`src/rtl/postfix_expression_evaluator_core_defines.svh`:
```
// Assertion macros for the postfix evaluator core.
// Expects clk_i and rst_ni in the scope of the module that uses them.
`ifndef POSTFIX_EXPRESSION_EVALUATOR_CORE_DEFINES_SVH
`define POSTFIX_EXPRESSION_EVALUATOR_CORE_DEFINES_SVH

// Condition that must hold at every clock edge out of reset.
`define PEE_ASSERT(lbl, cond, msg) \
  lbl: assert property (@(posedge clk_i) disable iff (!rst_ni) (cond)) else $error(msg);

// Antecedent in one cycle implies the consequent in the same cycle.
`define PEE_ASSERT_IMP(lbl, ante, cons, msg) \
  lbl: assert property (@(posedge clk_i) disable iff (!rst_ni) (ante) |-> (cons)) \
    else $error(msg);

`endif

```
`src/rtl/pee_pkg.sv`:
```
// Shared types, constants and codes of the postfix evaluator.
// No dependencies; every RTL file refers to it by scoped names.
`default_nettype none

package pee_pkg;

  localparam int unsigned DATA_W      = 32;
  localparam int unsigned STACK_DEPTH = 16;
  localparam int unsigned CNT_W       = $clog2(STACK_DEPTH + 1);
  localparam int unsigned IDX_W       = $clog2(STACK_DEPTH);
  localparam int unsigned DIV_CNT_W   = $clog2(DATA_W);
  localparam int unsigned QUEUE_DEPTH = 2;
  localparam int unsigned QPTR_W      = $clog2(QUEUE_DEPTH);
  localparam int unsigned QCNT_W      = $clog2(QUEUE_DEPTH + 1);

  localparam logic [7:0] CH_PLUS  = 8'h2B;
  localparam logic [7:0] CH_MINUS = 8'h2D;
  localparam logic [7:0] CH_STAR  = 8'h2A;
  localparam logic [7:0] CH_SLASH = 8'h2F;
  localparam logic [7:0] CH_ZERO  = 8'h30;
  localparam logic [7:0] CH_NINE  = 8'h39;

  typedef enum logic [2:0] {
    OP_NONE = 3'd0,
    OP_ADD  = 3'd1,
    OP_SUB  = 3'd2,
    OP_MUL  = 3'd3,
    OP_DIV  = 3'd4
  } op_e;

  typedef enum logic [2:0] {
    ST_OK        = 3'd0,
    ST_UNDERFLOW = 3'd1,
    ST_OVERFLOW  = 3'd2,
    ST_DIVZERO   = 3'd3,
    ST_EMPTY     = 3'd4
  } status_e;

  typedef struct packed {
    logic [7:0] character;
    logic       end_of_expression;
  } in_t;

  typedef struct packed {
    logic signed [DATA_W-1:0] value;
    status_e                  status;
  } out_t;

  // One classified character as handed to the execution side.
  typedef struct packed {
    logic              push_valid;
    logic [DATA_W-1:0] push_value;
    op_e               op;
    logic              last;
  } cmd_t;

  typedef struct packed {
    logic full;
    logic valid;
  } queue_status_t;

endpackage

`default_nettype wire

```
`src/rtl/pee_front.sv`:
```
// Front end: accepts characters, builds numbers, emits commands.
// Depends on pee_pkg.
`default_nettype none

module pee_front (
  input  wire                   clk_i,
  input  wire                   rst_ni,
  input  wire                   in_valid_i,
  output logic                  in_ready_o,
  input  wire  pee_pkg::in_t    in_data_i,
  input  wire                   queue_full_i,
  output logic                  cmd_push_o,
  output pee_pkg::cmd_t         cmd_o
);

  logic [pee_pkg::DATA_W-1:0] acc_q, acc_d;
  logic                       pend_q, pend_d;
  logic                       is_digit;
  logic [3:0]                 digit;
  logic [7:0]                 diff;
  logic [pee_pkg::DATA_W-1:0] acc_next;
  logic                       accept;

  assign in_ready_o = !queue_full_i;
  assign accept     = in_valid_i && in_ready_o;
  assign is_digit   = (in_data_i.character >= pee_pkg::CH_ZERO) &&
                      (in_data_i.character <= pee_pkg::CH_NINE);
  assign diff       = in_data_i.character - pee_pkg::CH_ZERO;
  assign digit      = diff[3:0];
  // times ten as two shifts and an add, wrapping at the data width
  assign acc_next   = {acc_q[pee_pkg::DATA_W-4:0], 3'b000} +
                      {acc_q[pee_pkg::DATA_W-2:0], 1'b0} +
                      pee_pkg::DATA_W'(digit);

  always_comb begin
    cmd_o.last       = in_data_i.end_of_expression;
    cmd_o.op         = pee_pkg::OP_NONE;
    cmd_o.push_valid = pend_q;
    cmd_o.push_value = acc_q;
    acc_d            = acc_q;
    pend_d           = pend_q;
    if (is_digit) begin
      cmd_o.push_valid = in_data_i.end_of_expression;
      cmd_o.push_value = acc_next;
      acc_d            = acc_next;
      pend_d           = 1'b1;
    end else begin
      case (in_data_i.character)
        pee_pkg::CH_PLUS:  cmd_o.op = pee_pkg::OP_ADD;
        pee_pkg::CH_MINUS: cmd_o.op = pee_pkg::OP_SUB;
        pee_pkg::CH_STAR:  cmd_o.op = pee_pkg::OP_MUL;
        pee_pkg::CH_SLASH: cmd_o.op = pee_pkg::OP_DIV;
        default:           cmd_o.op = pee_pkg::OP_NONE;
      endcase
      acc_d  = '0;
      pend_d = 1'b0;
    end
    if (in_data_i.end_of_expression) begin
      acc_d  = '0;
      pend_d = 1'b0;
    end
  end

  assign cmd_push_o = accept && (cmd_o.push_valid || (cmd_o.op != pee_pkg::OP_NONE) ||
                                 cmd_o.last);

  always_ff @(posedge clk_i or negedge rst_ni) begin
    if (!rst_ni) begin
      acc_q  <= '0;
      pend_q <= 1'b0;
    end else if (accept) begin
      acc_q  <= acc_d;
      pend_q <= pend_d;
    end
  end

endmodule

`default_nettype wire

```
`src/rtl/pee_queue.sv`:
```
// Short command queue between front and back ends.
// Depends on pee_pkg.
`default_nettype none

module pee_queue (
  input  wire                     clk_i,
  input  wire                     rst_ni,
  input  wire                     push_i,
  input  wire  pee_pkg::cmd_t     cmd_i,
  input  wire                     pop_i,
  output pee_pkg::cmd_t           head_o,
  output pee_pkg::queue_status_t  status_o
);

  pee_pkg::cmd_t              entries_q [pee_pkg::QUEUE_DEPTH];
  logic [pee_pkg::QPTR_W-1:0] wr_ptr_q, rd_ptr_q;
  logic [pee_pkg::QCNT_W-1:0] cnt_q;
  logic                       do_push, do_pop;

  assign status_o.full  = (cnt_q == pee_pkg::QCNT_W'(pee_pkg::QUEUE_DEPTH));
  assign status_o.valid = (cnt_q != '0);
  assign head_o         = entries_q[rd_ptr_q];
  assign do_push        = push_i && !status_o.full;
  assign do_pop         = pop_i && status_o.valid;

  function automatic logic [pee_pkg::QPTR_W-1:0] ptr_inc(input logic [pee_pkg::QPTR_W-1:0] p);
    if (p == pee_pkg::QPTR_W'(pee_pkg::QUEUE_DEPTH - 1)) begin
      return '0;
    end
    return p + 1'b1;
  endfunction

  always_ff @(posedge clk_i or negedge rst_ni) begin
    if (!rst_ni) begin
      wr_ptr_q <= '0;
      rd_ptr_q <= '0;
      cnt_q    <= '0;
    end else begin
      if (do_push) begin
        wr_ptr_q <= ptr_inc(wr_ptr_q);
      end
      if (do_pop) begin
        rd_ptr_q <= ptr_inc(rd_ptr_q);
      end
      if (do_push && !do_pop) begin
        cnt_q <= cnt_q + 1'b1;
      end else if (do_pop && !do_push) begin
        cnt_q <= cnt_q - 1'b1;
      end
    end
  end

  always_ff @(posedge clk_i) begin
    if (do_push) begin
      entries_q[wr_ptr_q] <= cmd_i;
    end
  end

endmodule

`default_nettype wire

```
`src/rtl/pee_div.sv`:
```
// Signed divider truncating toward zero, one quotient bit per cycle.
// Depends on pee_pkg.
`default_nettype none

module pee_div (
  input  wire                         clk_i,
  input  wire                         rst_ni,
  input  wire                         start_i,
  input  wire  [pee_pkg::DATA_W-1:0]  dividend_i,
  input  wire  [pee_pkg::DATA_W-1:0]  divisor_i,
  output logic                        done_o,
  output logic [pee_pkg::DATA_W-1:0]  quotient_o
);

  localparam int unsigned W = pee_pkg::DATA_W;

  logic [W-1:0]                  quo_q, rem_q, den_q;
  logic                          neg_q, busy_q, done_q;
  logic [pee_pkg::DIV_CNT_W-1:0] cnt_q;
  logic [W:0]                    rem_sh, diff;
  logic                          ge;
  logic                          na, nb;

  assign na     = dividend_i[W-1];
  assign nb     = divisor_i[W-1];
  assign rem_sh = {rem_q, quo_q[W-1]};
  assign diff   = rem_sh - {1'b0, den_q};
  assign ge     = !diff[W];

  assign done_o     = done_q;
  assign quotient_o = neg_q ? (W'(0) - quo_q) : quo_q;

  always_ff @(posedge clk_i or negedge rst_ni) begin
    if (!rst_ni) begin
      busy_q <= 1'b0;
      done_q <= 1'b0;
      cnt_q  <= '0;
    end else begin
      done_q <= 1'b0;
      if (start_i) begin
        busy_q <= 1'b1;
        cnt_q  <= '0;
      end else if (busy_q) begin
        cnt_q <= cnt_q + 1'b1;
        if (cnt_q == pee_pkg::DIV_CNT_W'(W - 1)) begin
          busy_q <= 1'b0;
          done_q <= 1'b1;
        end
      end
    end
  end

  always_ff @(posedge clk_i) begin
    if (start_i) begin
      quo_q <= na ? (W'(0) - dividend_i) : dividend_i;
      den_q <= nb ? (W'(0) - divisor_i) : divisor_i;
      rem_q <= '0;
      neg_q <= na ^ nb;
    end else if (busy_q) begin
      quo_q <= {quo_q[W-2:0], ge};
      rem_q <= ge ? diff[W-1:0] : rem_sh[W-1:0];
    end
  end

endmodule

`default_nettype wire

```
`src/rtl/pee_back.sv`:
```
// Back end: value stack, operator sequencer and result register.
// Depends on pee_pkg and pee_div.
`default_nettype none

module pee_back (
  input  wire                          clk_i,
  input  wire                          rst_ni,
  input  wire  pee_pkg::cmd_t          head_i,
  input  wire  pee_pkg::queue_status_t queue_i,
  output logic                         pop_o,
  output logic                         out_valid_o,
  input  wire                          out_ready_i,
  output pee_pkg::out_t                out_data_o
);

  localparam int unsigned W = pee_pkg::DATA_W;

  typedef enum logic [5:0] {
    S_IDLE  = 6'b000001,
    S_PUSH  = 6'b000010,
    S_FETCH = 6'b000100,
    S_EXEC  = 6'b001000,
    S_DIV   = 6'b010000,
    S_END   = 6'b100000
  } state_e;

  state_e                     state_q, state_d;
  pee_pkg::cmd_t              cmd_q, cmd_d;
  logic [pee_pkg::CNT_W-1:0]  cnt_q, cnt_d;
  pee_pkg::status_e           sticky_q, sticky_d;
  logic [W-1:0]               tos_q, tos_d;
  logic                       out_valid_q, out_valid_d;
  pee_pkg::out_t              out_q, out_d;

  logic [W-1:0]               stack_mem [pee_pkg::STACK_DEPTH];
  logic [W-1:0]               rd_q;
  logic                       mem_we, mem_re;
  logic [pee_pkg::CNT_W-1:0]  cnt_m1, cnt_m2;
  logic [W-1:0]               sum, dif, prod;
  logic                       div_start, div_done;
  logic [W-1:0]               div_quo;
  pee_pkg::status_e           fin_status;

  assign cnt_m1 = cnt_q - 1'b1;
  assign cnt_m2 = cnt_q - 2'd2;
  assign sum    = rd_q + tos_q;
  assign dif    = rd_q - tos_q;
  assign prod   = rd_q * tos_q;

  pee_div u_div (
    .clk_i      (clk_i),
    .rst_ni     (rst_ni),
    .start_i    (div_start),
    .dividend_i (rd_q),
    .divisor_i  (tos_q),
    .done_o     (div_done),
    .quotient_o (div_quo)
  );

  function automatic state_e after_push(input pee_pkg::cmd_t c);
    if (c.op != pee_pkg::OP_NONE) begin
      return S_FETCH;
    end
    return c.last ? S_END : S_IDLE;
  endfunction

  function automatic state_e after_op(input pee_pkg::cmd_t c);
    return c.last ? S_END : S_IDLE;
  endfunction

  function automatic pee_pkg::status_e raise(input pee_pkg::status_e cur,
                                             input pee_pkg::status_e code);
    return (cur == pee_pkg::ST_OK) ? code : cur;
  endfunction

  always_comb begin
    fin_status = sticky_q;
    if ((sticky_q == pee_pkg::ST_OK) && (cnt_q == '0)) begin
      fin_status = pee_pkg::ST_EMPTY;
    end
  end

  always_comb begin
    state_d     = state_q;
    cmd_d       = cmd_q;
    cnt_d       = cnt_q;
    sticky_d    = sticky_q;
    tos_d       = tos_q;
    out_valid_d = out_valid_q && !out_ready_i;
    out_d       = out_q;
    pop_o       = 1'b0;
    mem_we      = 1'b0;
    mem_re      = 1'b0;
    div_start   = 1'b0;
    case (state_q)
      S_IDLE: begin
        if (queue_i.valid) begin
          pop_o = 1'b1;
          cmd_d = head_i;
          if (head_i.push_valid) begin
            state_d = S_PUSH;
          end else begin
            state_d = after_push(head_i);
          end
        end
      end
      S_PUSH: begin
        if (cnt_q == pee_pkg::CNT_W'(pee_pkg::STACK_DEPTH)) begin
          sticky_d = raise(sticky_q, pee_pkg::ST_OVERFLOW);
        end else begin
          mem_we = (cnt_q != '0);
          tos_d  = cmd_q.push_value;
          cnt_d  = cnt_q + 1'b1;
        end
        state_d = after_push(cmd_q);
      end
      S_FETCH: begin
        if (cnt_q < pee_pkg::CNT_W'(2)) begin
          sticky_d = raise(sticky_q, pee_pkg::ST_UNDERFLOW);
          state_d  = after_op(cmd_q);
        end else begin
          mem_re  = 1'b1;
          state_d = S_EXEC;
        end
      end
      S_EXEC: begin
        state_d = after_op(cmd_q);
        case (cmd_q.op)
          pee_pkg::OP_ADD: begin
            tos_d = sum;
            cnt_d = cnt_m1;
          end
          pee_pkg::OP_SUB: begin
            tos_d = dif;
            cnt_d = cnt_m1;
          end
          pee_pkg::OP_MUL: begin
            tos_d = prod;
            cnt_d = cnt_m1;
          end
          default: begin
            if (tos_q == '0) begin
              sticky_d = raise(sticky_q, pee_pkg::ST_DIVZERO);
            end else begin
              div_start = 1'b1;
              state_d   = S_DIV;
            end
          end
        endcase
      end
      S_DIV: begin
        if (div_done) begin
          tos_d   = div_quo;
          cnt_d   = cnt_m1;
          state_d = after_op(cmd_q);
        end
      end
      S_END: begin
        if (!out_valid_q || out_ready_i) begin
          out_valid_d  = 1'b1;
          out_d.status = fin_status;
          out_d.value  = (fin_status == pee_pkg::ST_OK) ? $signed(tos_q) : '0;
          cnt_d        = '0;
          sticky_d     = pee_pkg::ST_OK;
          state_d      = S_IDLE;
        end
      end
      default: begin
        state_d = S_IDLE;
      end
    endcase
  end

  always_ff @(posedge clk_i or negedge rst_ni) begin
    if (!rst_ni) begin
      state_q     <= S_IDLE;
      cnt_q       <= '0;
      sticky_q    <= pee_pkg::ST_OK;
      out_valid_q <= 1'b0;
    end else begin
      state_q     <= state_d;
      cnt_q       <= cnt_d;
      sticky_q    <= sticky_d;
      out_valid_q <= out_valid_d;
    end
  end

  always_ff @(posedge clk_i) begin
    cmd_q <= cmd_d;
    tos_q <= tos_d;
    out_q <= out_d;
  end

  // Entries below the top live here; the top itself is held in tos_q.
  always_ff @(posedge clk_i) begin
    if (mem_we) begin
      stack_mem[cnt_m1[pee_pkg::IDX_W-1:0]] <= tos_q;
    end
  end

  always_ff @(posedge clk_i) begin
    if (mem_re) begin
      rd_q <= stack_mem[cnt_m2[pee_pkg::IDX_W-1:0]];
    end
  end

  assign out_valid_o = out_valid_q;
  assign out_data_o  = out_q;

endmodule

`default_nettype wire

```
`src/rtl/postfix_expression_evaluator_core.sv`:
```
// Top level of the postfix (reverse Polish) expression evaluator.
// Depends on pee_pkg, pee_front, pee_queue, pee_back and the defines header.
//
// Characters enter on the in_* channel (valid/ready), one transaction per
// character, with end_of_expression set on the final one; one result
// (value and status) per expression leaves on the out_* channel.
// The front end takes a character every cycle while the 2-entry command
// queue has room; digits, separators and ignored characters need no back
// end work unless they close a number or end the expression.
// The back end pops a command in S_IDLE, then runs S_PUSH for a push,
// S_FETCH (stack read) and S_EXEC for + - *, plus S_DIV for / on the
// bit-serial divider; an underflowing operator stops at S_FETCH, a zero
// divisor at S_EXEC. The final command adds S_END to load the output
// register, and the result is valid the cycle after. Throughput is set
// by the back end work per character. Reset clears the stack count,
// number accumulator, status and queue; the stack memory is not cleared
// and needs no clearing pass. A stalled receiver holds the result in the
// output register; the back end waits only when a further result is
// ready, and the front end waits once the queue fills.
`default_nettype none

`include "postfix_expression_evaluator_core_defines.svh"

module postfix_expression_evaluator_core (
  input  wire                 clk_i,
  input  wire                 rst_ni,
  input  wire                 in_valid_i,
  output logic                in_ready_o,
  input  wire  pee_pkg::in_t  in_data_i,
  output logic                out_valid_o,
  input  wire                 out_ready_i,
  output pee_pkg::out_t       out_data_o
);

  pee_pkg::cmd_t          front_cmd;
  pee_pkg::cmd_t          queue_head;
  pee_pkg::queue_status_t queue_status;
  logic                   cmd_push;
  logic                   cmd_pop;

  // Classify characters and accumulate numbers.
  pee_front u_front (
    .clk_i        (clk_i),
    .rst_ni       (rst_ni),
    .in_valid_i   (in_valid_i),
    .in_ready_o   (in_ready_o),
    .in_data_i    (in_data_i),
    .queue_full_i (queue_status.full),
    .cmd_push_o   (cmd_push),
    .cmd_o        (front_cmd)
  );

  // Decouple the two ends.
  pee_queue u_queue (
    .clk_i    (clk_i),
    .rst_ni   (rst_ni),
    .push_i   (cmd_push),
    .cmd_i    (front_cmd),
    .pop_i    (cmd_pop),
    .head_o   (queue_head),
    .status_o (queue_status)
  );

  // Execute pushes and operators, emit the result.
  pee_back u_back (
    .clk_i       (clk_i),
    .rst_ni      (rst_ni),
    .head_i      (queue_head),
    .queue_i     (queue_status),
    .pop_o       (cmd_pop),
    .out_valid_o (out_valid_o),
    .out_ready_i (out_ready_i),
    .out_data_o  (out_data_o)
  );

  // The front end never writes a full queue.
  `PEE_ASSERT(a_no_queue_overrun, !(cmd_push && queue_status.full), "queue overrun")
  // The back end never takes from an empty queue.
  `PEE_ASSERT(a_no_queue_underrun, !(cmd_pop && !queue_status.valid), "queue underrun")
  // Any error result carries a zero value.
  `PEE_ASSERT_IMP(a_error_value_zero, out_valid_o && (out_data_o.status != pee_pkg::ST_OK),
                  out_data_o.value == '0, "error result with non-zero value")

endmodule

`default_nettype wire
```
`config.mk`:
```
export PLATFORM = sky130hd
export DESIGN_NAME = postfix_expression_evaluator_core
export DESIGN_NICKNAME = d
export VERILOG_FILES = /design/src/rtl/pee_pkg.sv /design/src/rtl/pee_front.sv /design/src/rtl/pee_queue.sv /design/src/rtl/pee_div.sv /design/src/rtl/pee_back.sv /design/src/rtl/postfix_expression_evaluator_core.sv
export VERILOG_INCLUDE_DIRS = /design/src /design/src/rtl
export SDC_FILE = /design/constraint.sdc
export NUM_CORES = 2
export LEC_CHECK = 0
export ABC_AREA = 1
export BUFFER_PORTS_ARGS = -buffer_cell sky130_fd_sc_hd__buf_4
export CAP_MARGIN = 20
export CORE_MARGIN = 2
export CORE_UTILIZATION = 50
export CTS_CLUSTER_DIAMETER = 30
export CTS_CLUSTER_SIZE = 20
export DETAILED_ROUTE_END_ITERATION = 7
export GPL_ROUTABILITY_DRIVEN = 0
export PLACE_DENSITY = 0.76
export SLEW_MARGIN = 20
export SYNTH_ARGS = -nofsm -noshare
export SYNTH_HDL_FRONTEND = slang
export SYNTH_HIERARCHICAL = 1
export SYNTH_SLANG_ARGS = --single-unit
```
`constraint.sdc`:
```
create_clock -name clk_i -period 12.2 [get_ports clk_i]
set_input_delay 0.61 -clock clk_i [delete_from_list [all_inputs] [get_ports clk_i]]
set_output_delay 0.61 -clock clk_i [all_outputs]
set_load 0.02 [all_outputs]
```
-- Yosys cells after proc, flatten, opt, wreduce, memory -nomap -nowiden
Memories as Yosys holds them, arrays and structs flattened. A register that Yosys moved wholly into a read port is not among the register bits.
Cells that the tools add are included.
W data, S select, Z words.
- memories kept: 2
- word-level logic and storage cells: 200
- flip-flop bits (word level): 259
- output and inout bits: 37
- input port bits: 13
- RAM bits: 586
- memories (memory ; depth ; width ; rd ports ; clocked after Yosys merged registers in ; wr ports ; RTL line ; text):
    u_back.stack_mem ; 16 ; 32 ; 1 ; 1 ; 1 ; pee_back.sv:35 ; logic [W-1:0] stack_mem [pee_pkg::STACK_DEPTH];
    u_queue.entries_q ; 2 ; 37 ; 1 ; 0 ; 1 ; pee_queue.sv:15 ; pee_pkg::cmd_t entries_q [pee_pkg::QUEUE_DEPTH];
- multiply operators: 1
- eq/ne operators: 29
- reduce and logical (&&, ||, !) cells: 39
- add/subtract/negate cells: 17
- bitwise gates (word level): 1
- order comparisons: 3
- mux-type cells: 85
- operators by type and width (kind ; count):
    $mux W32 ; 9
    $pmux W32 S3 ; 2
    $sub A1 B32 Y32 const A ; 3
    $mux W6 ; 13
    $add A32 B32 Y32 ; 2
    $mux W1 ; 37
    $pmux W6 S6 ; 1
    $mux W33 ; 1
    $sub A33 B32 Y33 ; 1
    $add A32 B4 Y32 ; 1
    $eq A8 B6 Y1 const B ; 4
    $logic_not A32 Y1 ; 1
    $mul A32 B32 Y32 ; 1
    $sub A32 B32 Y32 ; 1
    $mux W31 ; 1
    $mux W3 ; 10
    $mux W5 ; 6
    $pmux W3 S4 ; 2
    $pmux W5 S4 ; 1
    $ne A2 B1 Y1 const B ; 7
    $reduce_bool A3 Y1 ; 4
    $add A5 B1 Y5 const B ; 2
    $eq A5 B5 Y1 const B ; 2
    $ne A2 B2 Y1 const B ; 5
    35 further kinds ; 58

-- Depth between registers and ports, before layout
- depth in word-level cells: 12
- depth in mapped cells: 35
- depth with buffers taken out: 33

-- Hierarchy
The synthesis kept the hierarchy.
- modules (own cells, without submodules) (module ; cells an instance ; seq. area each (um2) ; instances ; area each (um2)):
    pee_back ; 4746 ; 19780.2 ; 1 ; 45534.9
    pee_div ; 1441 ; 2767.7 ; 1 ; 9123.8
    pee_front ; 714 ; 825.8 ; 1 ; 4329.2
    pee_queue ; 225 ; 2322.2 ; 1 ; 2934.1

-- Least setup slack after synthesis
OpenSTA, ideal clock, no wires.
- path type: register -> register
- start point: register u_back.tos_q[6]
- end point: register u_back.tos_q[29], data pin
- arrival time: 7.003 ns
- cell stages (with the launch flop): 31
- setup time: 0.259 ns
- buffers on the path: 2
- path slack: 4.938 ns
- required time: 11.941 ns
- clock period less this slack: 7.262 ns
- cells stage by stage: edfxtp_1 clkbuf_1 buf_1 nand2_1 inv_1 fa_1 fa_1 fa_1 inv_1 fa_1 inv_1 fa_1 inv_1 fa_1 inv_1 fa_1 inv_1 fa_1 inv_1 ha_1 a21oi_1 o21ai_0 a21oi_1 nand3_1 a21o_1 a21oi_1 nor2_1 nor2_1 nand2_1 nand3_1 nand3_1
- cells in the longest elaborated chain, start to end: 3
- elaborated cells on any way between the ends: 5
- those cells by class: add/sub: 2; mul: 1; mux: 2
- ends and longest elaborated chain (element ; RTL line ; text):
    start: declaration ; pee_back.sv:31 ; logic [W-1:0] tos_q, tos_d;
    start signal: assignment ; pee_back.sv:190 ; tos_q <= tos_d;
    $mul A32 B32 Y32 (tied with other cells) ; pee_back.sv:48 ; assign prod = rd_q * tos_q;
    $pmux W32 S3 (*) ; pee_back.sv:128 ; case (cmd_q.op)
    $pmux W32 S3 (*) ; pee_back.sv:95 ; case (state_q)
    net u_back.tos_d[29] ; pee_back.sv:31 ;
Mark *: on every way through the listed nets, which the timed path passes. The rest lies on a longest branch.
A chain may end at the register's enable or synchronous reset.

-- Worst setup path after layout
- start point: register u_back.tos_q[5]
- end point: register u_back.tos_q[31], data pin
Same word-level chain as after synthesis.

==> flow_metrics.env <==
export IMPL_clockBufferDepth=3
export IMPL_dp_hpwl_mm=113
export IMPL_antenna_found_initial=0
export IMPL_slowest_stage="fa_1"
export IMPL_grt_pass1_vias=50200
export IMPL_multi_input_area_um2=30100
export IMPL_drt_total_wl_mm=175
export IMPL_cts_sinks=876
export IMPL_synth_seq_area_share_pct=41.5
export IMPL_violations="DRC"
export IMPL_cts_root_buf="clkbuf_16"
export IMPL_fillers=10200
export IMPL_layout_drive_gt1_share_pct=7.59
export IMPL_rows=129
export IMPL_worst_slew_pin_slew_ps=1210
export IMPL_area_growth_pct=13.5
export IMPL_first_iter_violations=5975
export IMPL_final_nets=7851
export IMPL_drc=1
export IMPL_synth_edf_count=786
export IMPL_h_tree_depth=4
export IMPL_synth_area_um2=61900
export IMPL_synth_area_per_cell_um2=8.69
export IMPL_grtUsageTotal_pct=27.5
export IMPL_path_clk_slew_ps=40
export IMPL_initial_utilization_pct=50.2
export IMPL_max_slew_margin_pct=19.4
export IMPL_clk_insertion_delay_late_ps=810
export IMPL_first_pass_iters=8
export IMPL_cts_buffers=176
export IMPL_slew_violations=0
export IMPL_cap_violations=0
export IMPL_status="finished, violations left"
export IMPL_synth_most_common_cell="nand2_1"
export IMPL_min_path_type="input port to flip-flop"
export IMPL_end_kind="flip-flop"
export IMPL_synthArstFlopShare_pct=6.62
export IMPL_ys_ff_latch=876
export IMPL_core_area_um2=123000
export IMPL_overflow=0
export IMPL_grt_max_degree=219
export IMPL_path_class="flip-flop to flip-flop"
export IMPL_synth_ff_type="edfxtp_1"
export IMPL_via_per_inst=5.62
export IMPL_timing_final_ws_setup_ps=4640
export IMPL_final_hold_viol_count=0
export IMPL_synth_top_area_share_pct=38.1
export IMPL_finalSetupViolCount=0
export IMPL_fin_skew_ps=62.9
export IMPL_cts_tree="yes"
export IMPL_worstSetupStartpointType="flip-flop"
export IMPL_rsz0062_at_grt="no"
export IMPL_critPathArrivalTime_ps=8100
export IMPL_max_freq_mhz=132
export IMPL_dp_worst_setup_slack_ps=4770
export IMPL_die_w_um=356
export IMPL_postCtsSetupRepairBufs=0
export IMPL_min_period_ps=7560
export IMPL_synthesis_nets=7812
export IMPL_slowest_delay_ps=560
export IMPL_critPathRequiredTime_ps=12740
export IMPL_synth_largest_area_cell="edfxtp_1"
export IMPL_synth_cells=7126
export IMPL_yosys_top_cells_area="edfxtp_1 (38%), fa_1 (13%), nand2_1 (11%), inv_1 (8.1%), ha_1 (5.3%)"
export IMPL_io_pins=50
export IMPL_die_y_um=356
export IMPL_period_share_pct=62.0
export IMPL_ant_nets=0
export IMPL_tns_ps=0
export IMPL_yosysWarnings=6
export IMPL_antenna_cells=0
export IMPL_seq_area_um2=25700
export IMPL_grt_pass1_wl_mm=272
export IMPL_routedWlPerCell_um=19.5
export IMPL_crit_fanout=49
export IMPL_vias=50400
export IMPL_dieArea_um2=127000
export IMPL_numPortBuffers=49
export IMPL_synth_cell_types=68
export IMPL_synthTopCellsByCount="nand2_1 (1,820), inv_1 (1,337), edfxtp_1 (786)"
layer usage:
layer  track usage (%)  up-vias  wire (µm)
li1                  -    22800          -
met1              35.1    24000      65600
met2              44.3     2981      81100
met3              6.24      564      20400
met4              13.2        0       7810
met5                 0        -          0
layout by cell type, fill, tap and decap left out, drive strengths merged, types with 2 or more instances in the layout:
master | netlist | final
nor3 | 60 | 60
a21boi | 3 | 3
o21bai | 20 | 20
a21oi | 152 | 152
nor4 | 14 | 14
clkbuf | 213 | 197
xor2 | 122 | 122
nand3 | 334 | 334
nor2 | 587 | 587
o31ai | 8 | 8
dfrtp | 57 | 57
nand4 | 39 | 39
ha | 261 | 261
a221o | 2 | 2
bufinv | 0 | 21
dfxtp | 32 | 32
buf | 76 | 149
a22o | 5 | 5
fa | 412 | 412
clkinvlp | 0 | 17
xnor2 | 49 | 49
and2 | 5 | 5
nand3b | 23 | 23
nand2 | 1833 | 1833
or2 | 9 | 9
inv | 1355 | 1374
a211oi | 2 | 2
o21a | 3 | 3
a21o | 12 | 12
o32ai | 2 | 2
o211ai | 44 | 44
o21ai | 443 | 443
edfxtp | 786 | 786
o221ai | 97 | 97
a31oi | 9 | 9
clkinv | 6 | 81
a221oi | 2 | 2
o22ai | 39 | 39
and3 | 3 | 3
final cells by class:
class                      count  area share [%]
clock buffer                 197            6.50
clock inverter               132            2.29
inverter                    1361            7.28
multi-input combinational   4600            42.8
sequential                   876            36.6
tap                         1637            2.91
timing repair buffer         150            1.67
worst max-delay path, delay by kind of cell (launching register included):
kind | cells | cell delay, ps
buffers and inverters | 9 | 1020
adder cells (fa/ha/maj) | 9 | 4390
flip-flops | 1 | 310
AO/OA/AOI/OAI | 5 | 950
AND/OR/NAND/NOR | 6 | 590
sequential cells by signal, indices dropped and copies added (netlist names), 35 cells and up:
name / cells
u_back/stack_mem: 512
u_queue/entries_q: 74
u_back/cmd_q: 36
u_back/out_data_o: 35
repair_timing:
action | 4_1_cts | 5_1_grt
hold endpoints to repair | 57 | 0
hold buffers | 1 | 0
setup endpoints to repair | 0 | 0
gates resized for setup | 0 | 0
final timing paths:
path	start	depth (start not counted)	end	slack, ps
worst max-delay path	u_back/tos_q[5]	29	u_back/tos_q[31]	4640
worst min-delay path	in_data_i[0]	1	u_queue/entries_q[0][0]	80
worst max register to register	u_back/tos_q[5]	29	u_back/tos_q[31]	4640
worst min register to register	u_back/u_div/rem_q[3]	2	u_back/u_div/rem_q[3]	470
max in group asynchronous	rst_ni	2	u_back/cnt_q[0]	11060
min in group asynchronous	rst_ni	2	u_front/acc_q[25]	440
logic make-up after synthesis:
family	synth area share (%)
AO/OA/AOI/OAI	8.12
XOR/XNOR	2.42
adder cells (fa/ha/maj)	18.6
buffers and inverters	10.2
flip-flops	41.5
AND/OR/NAND/NOR	19.1
per-stage QoR:
stage,util (%),cell area [µm²],hold WS [ps],instances
detailed placement,51.9,64100,463,8620
global placement,51.9,64100,453,8620
floorplan,-,61900,314,7126
finish,57.0,70300,81.6,8953
CTS,57.0,70200,16.8,8950
global route,57.0,70300,61.3,8953
Power is not shown: default switching activity piles up to over one toggle a cycle in this logic, so the estimate is an artifact.
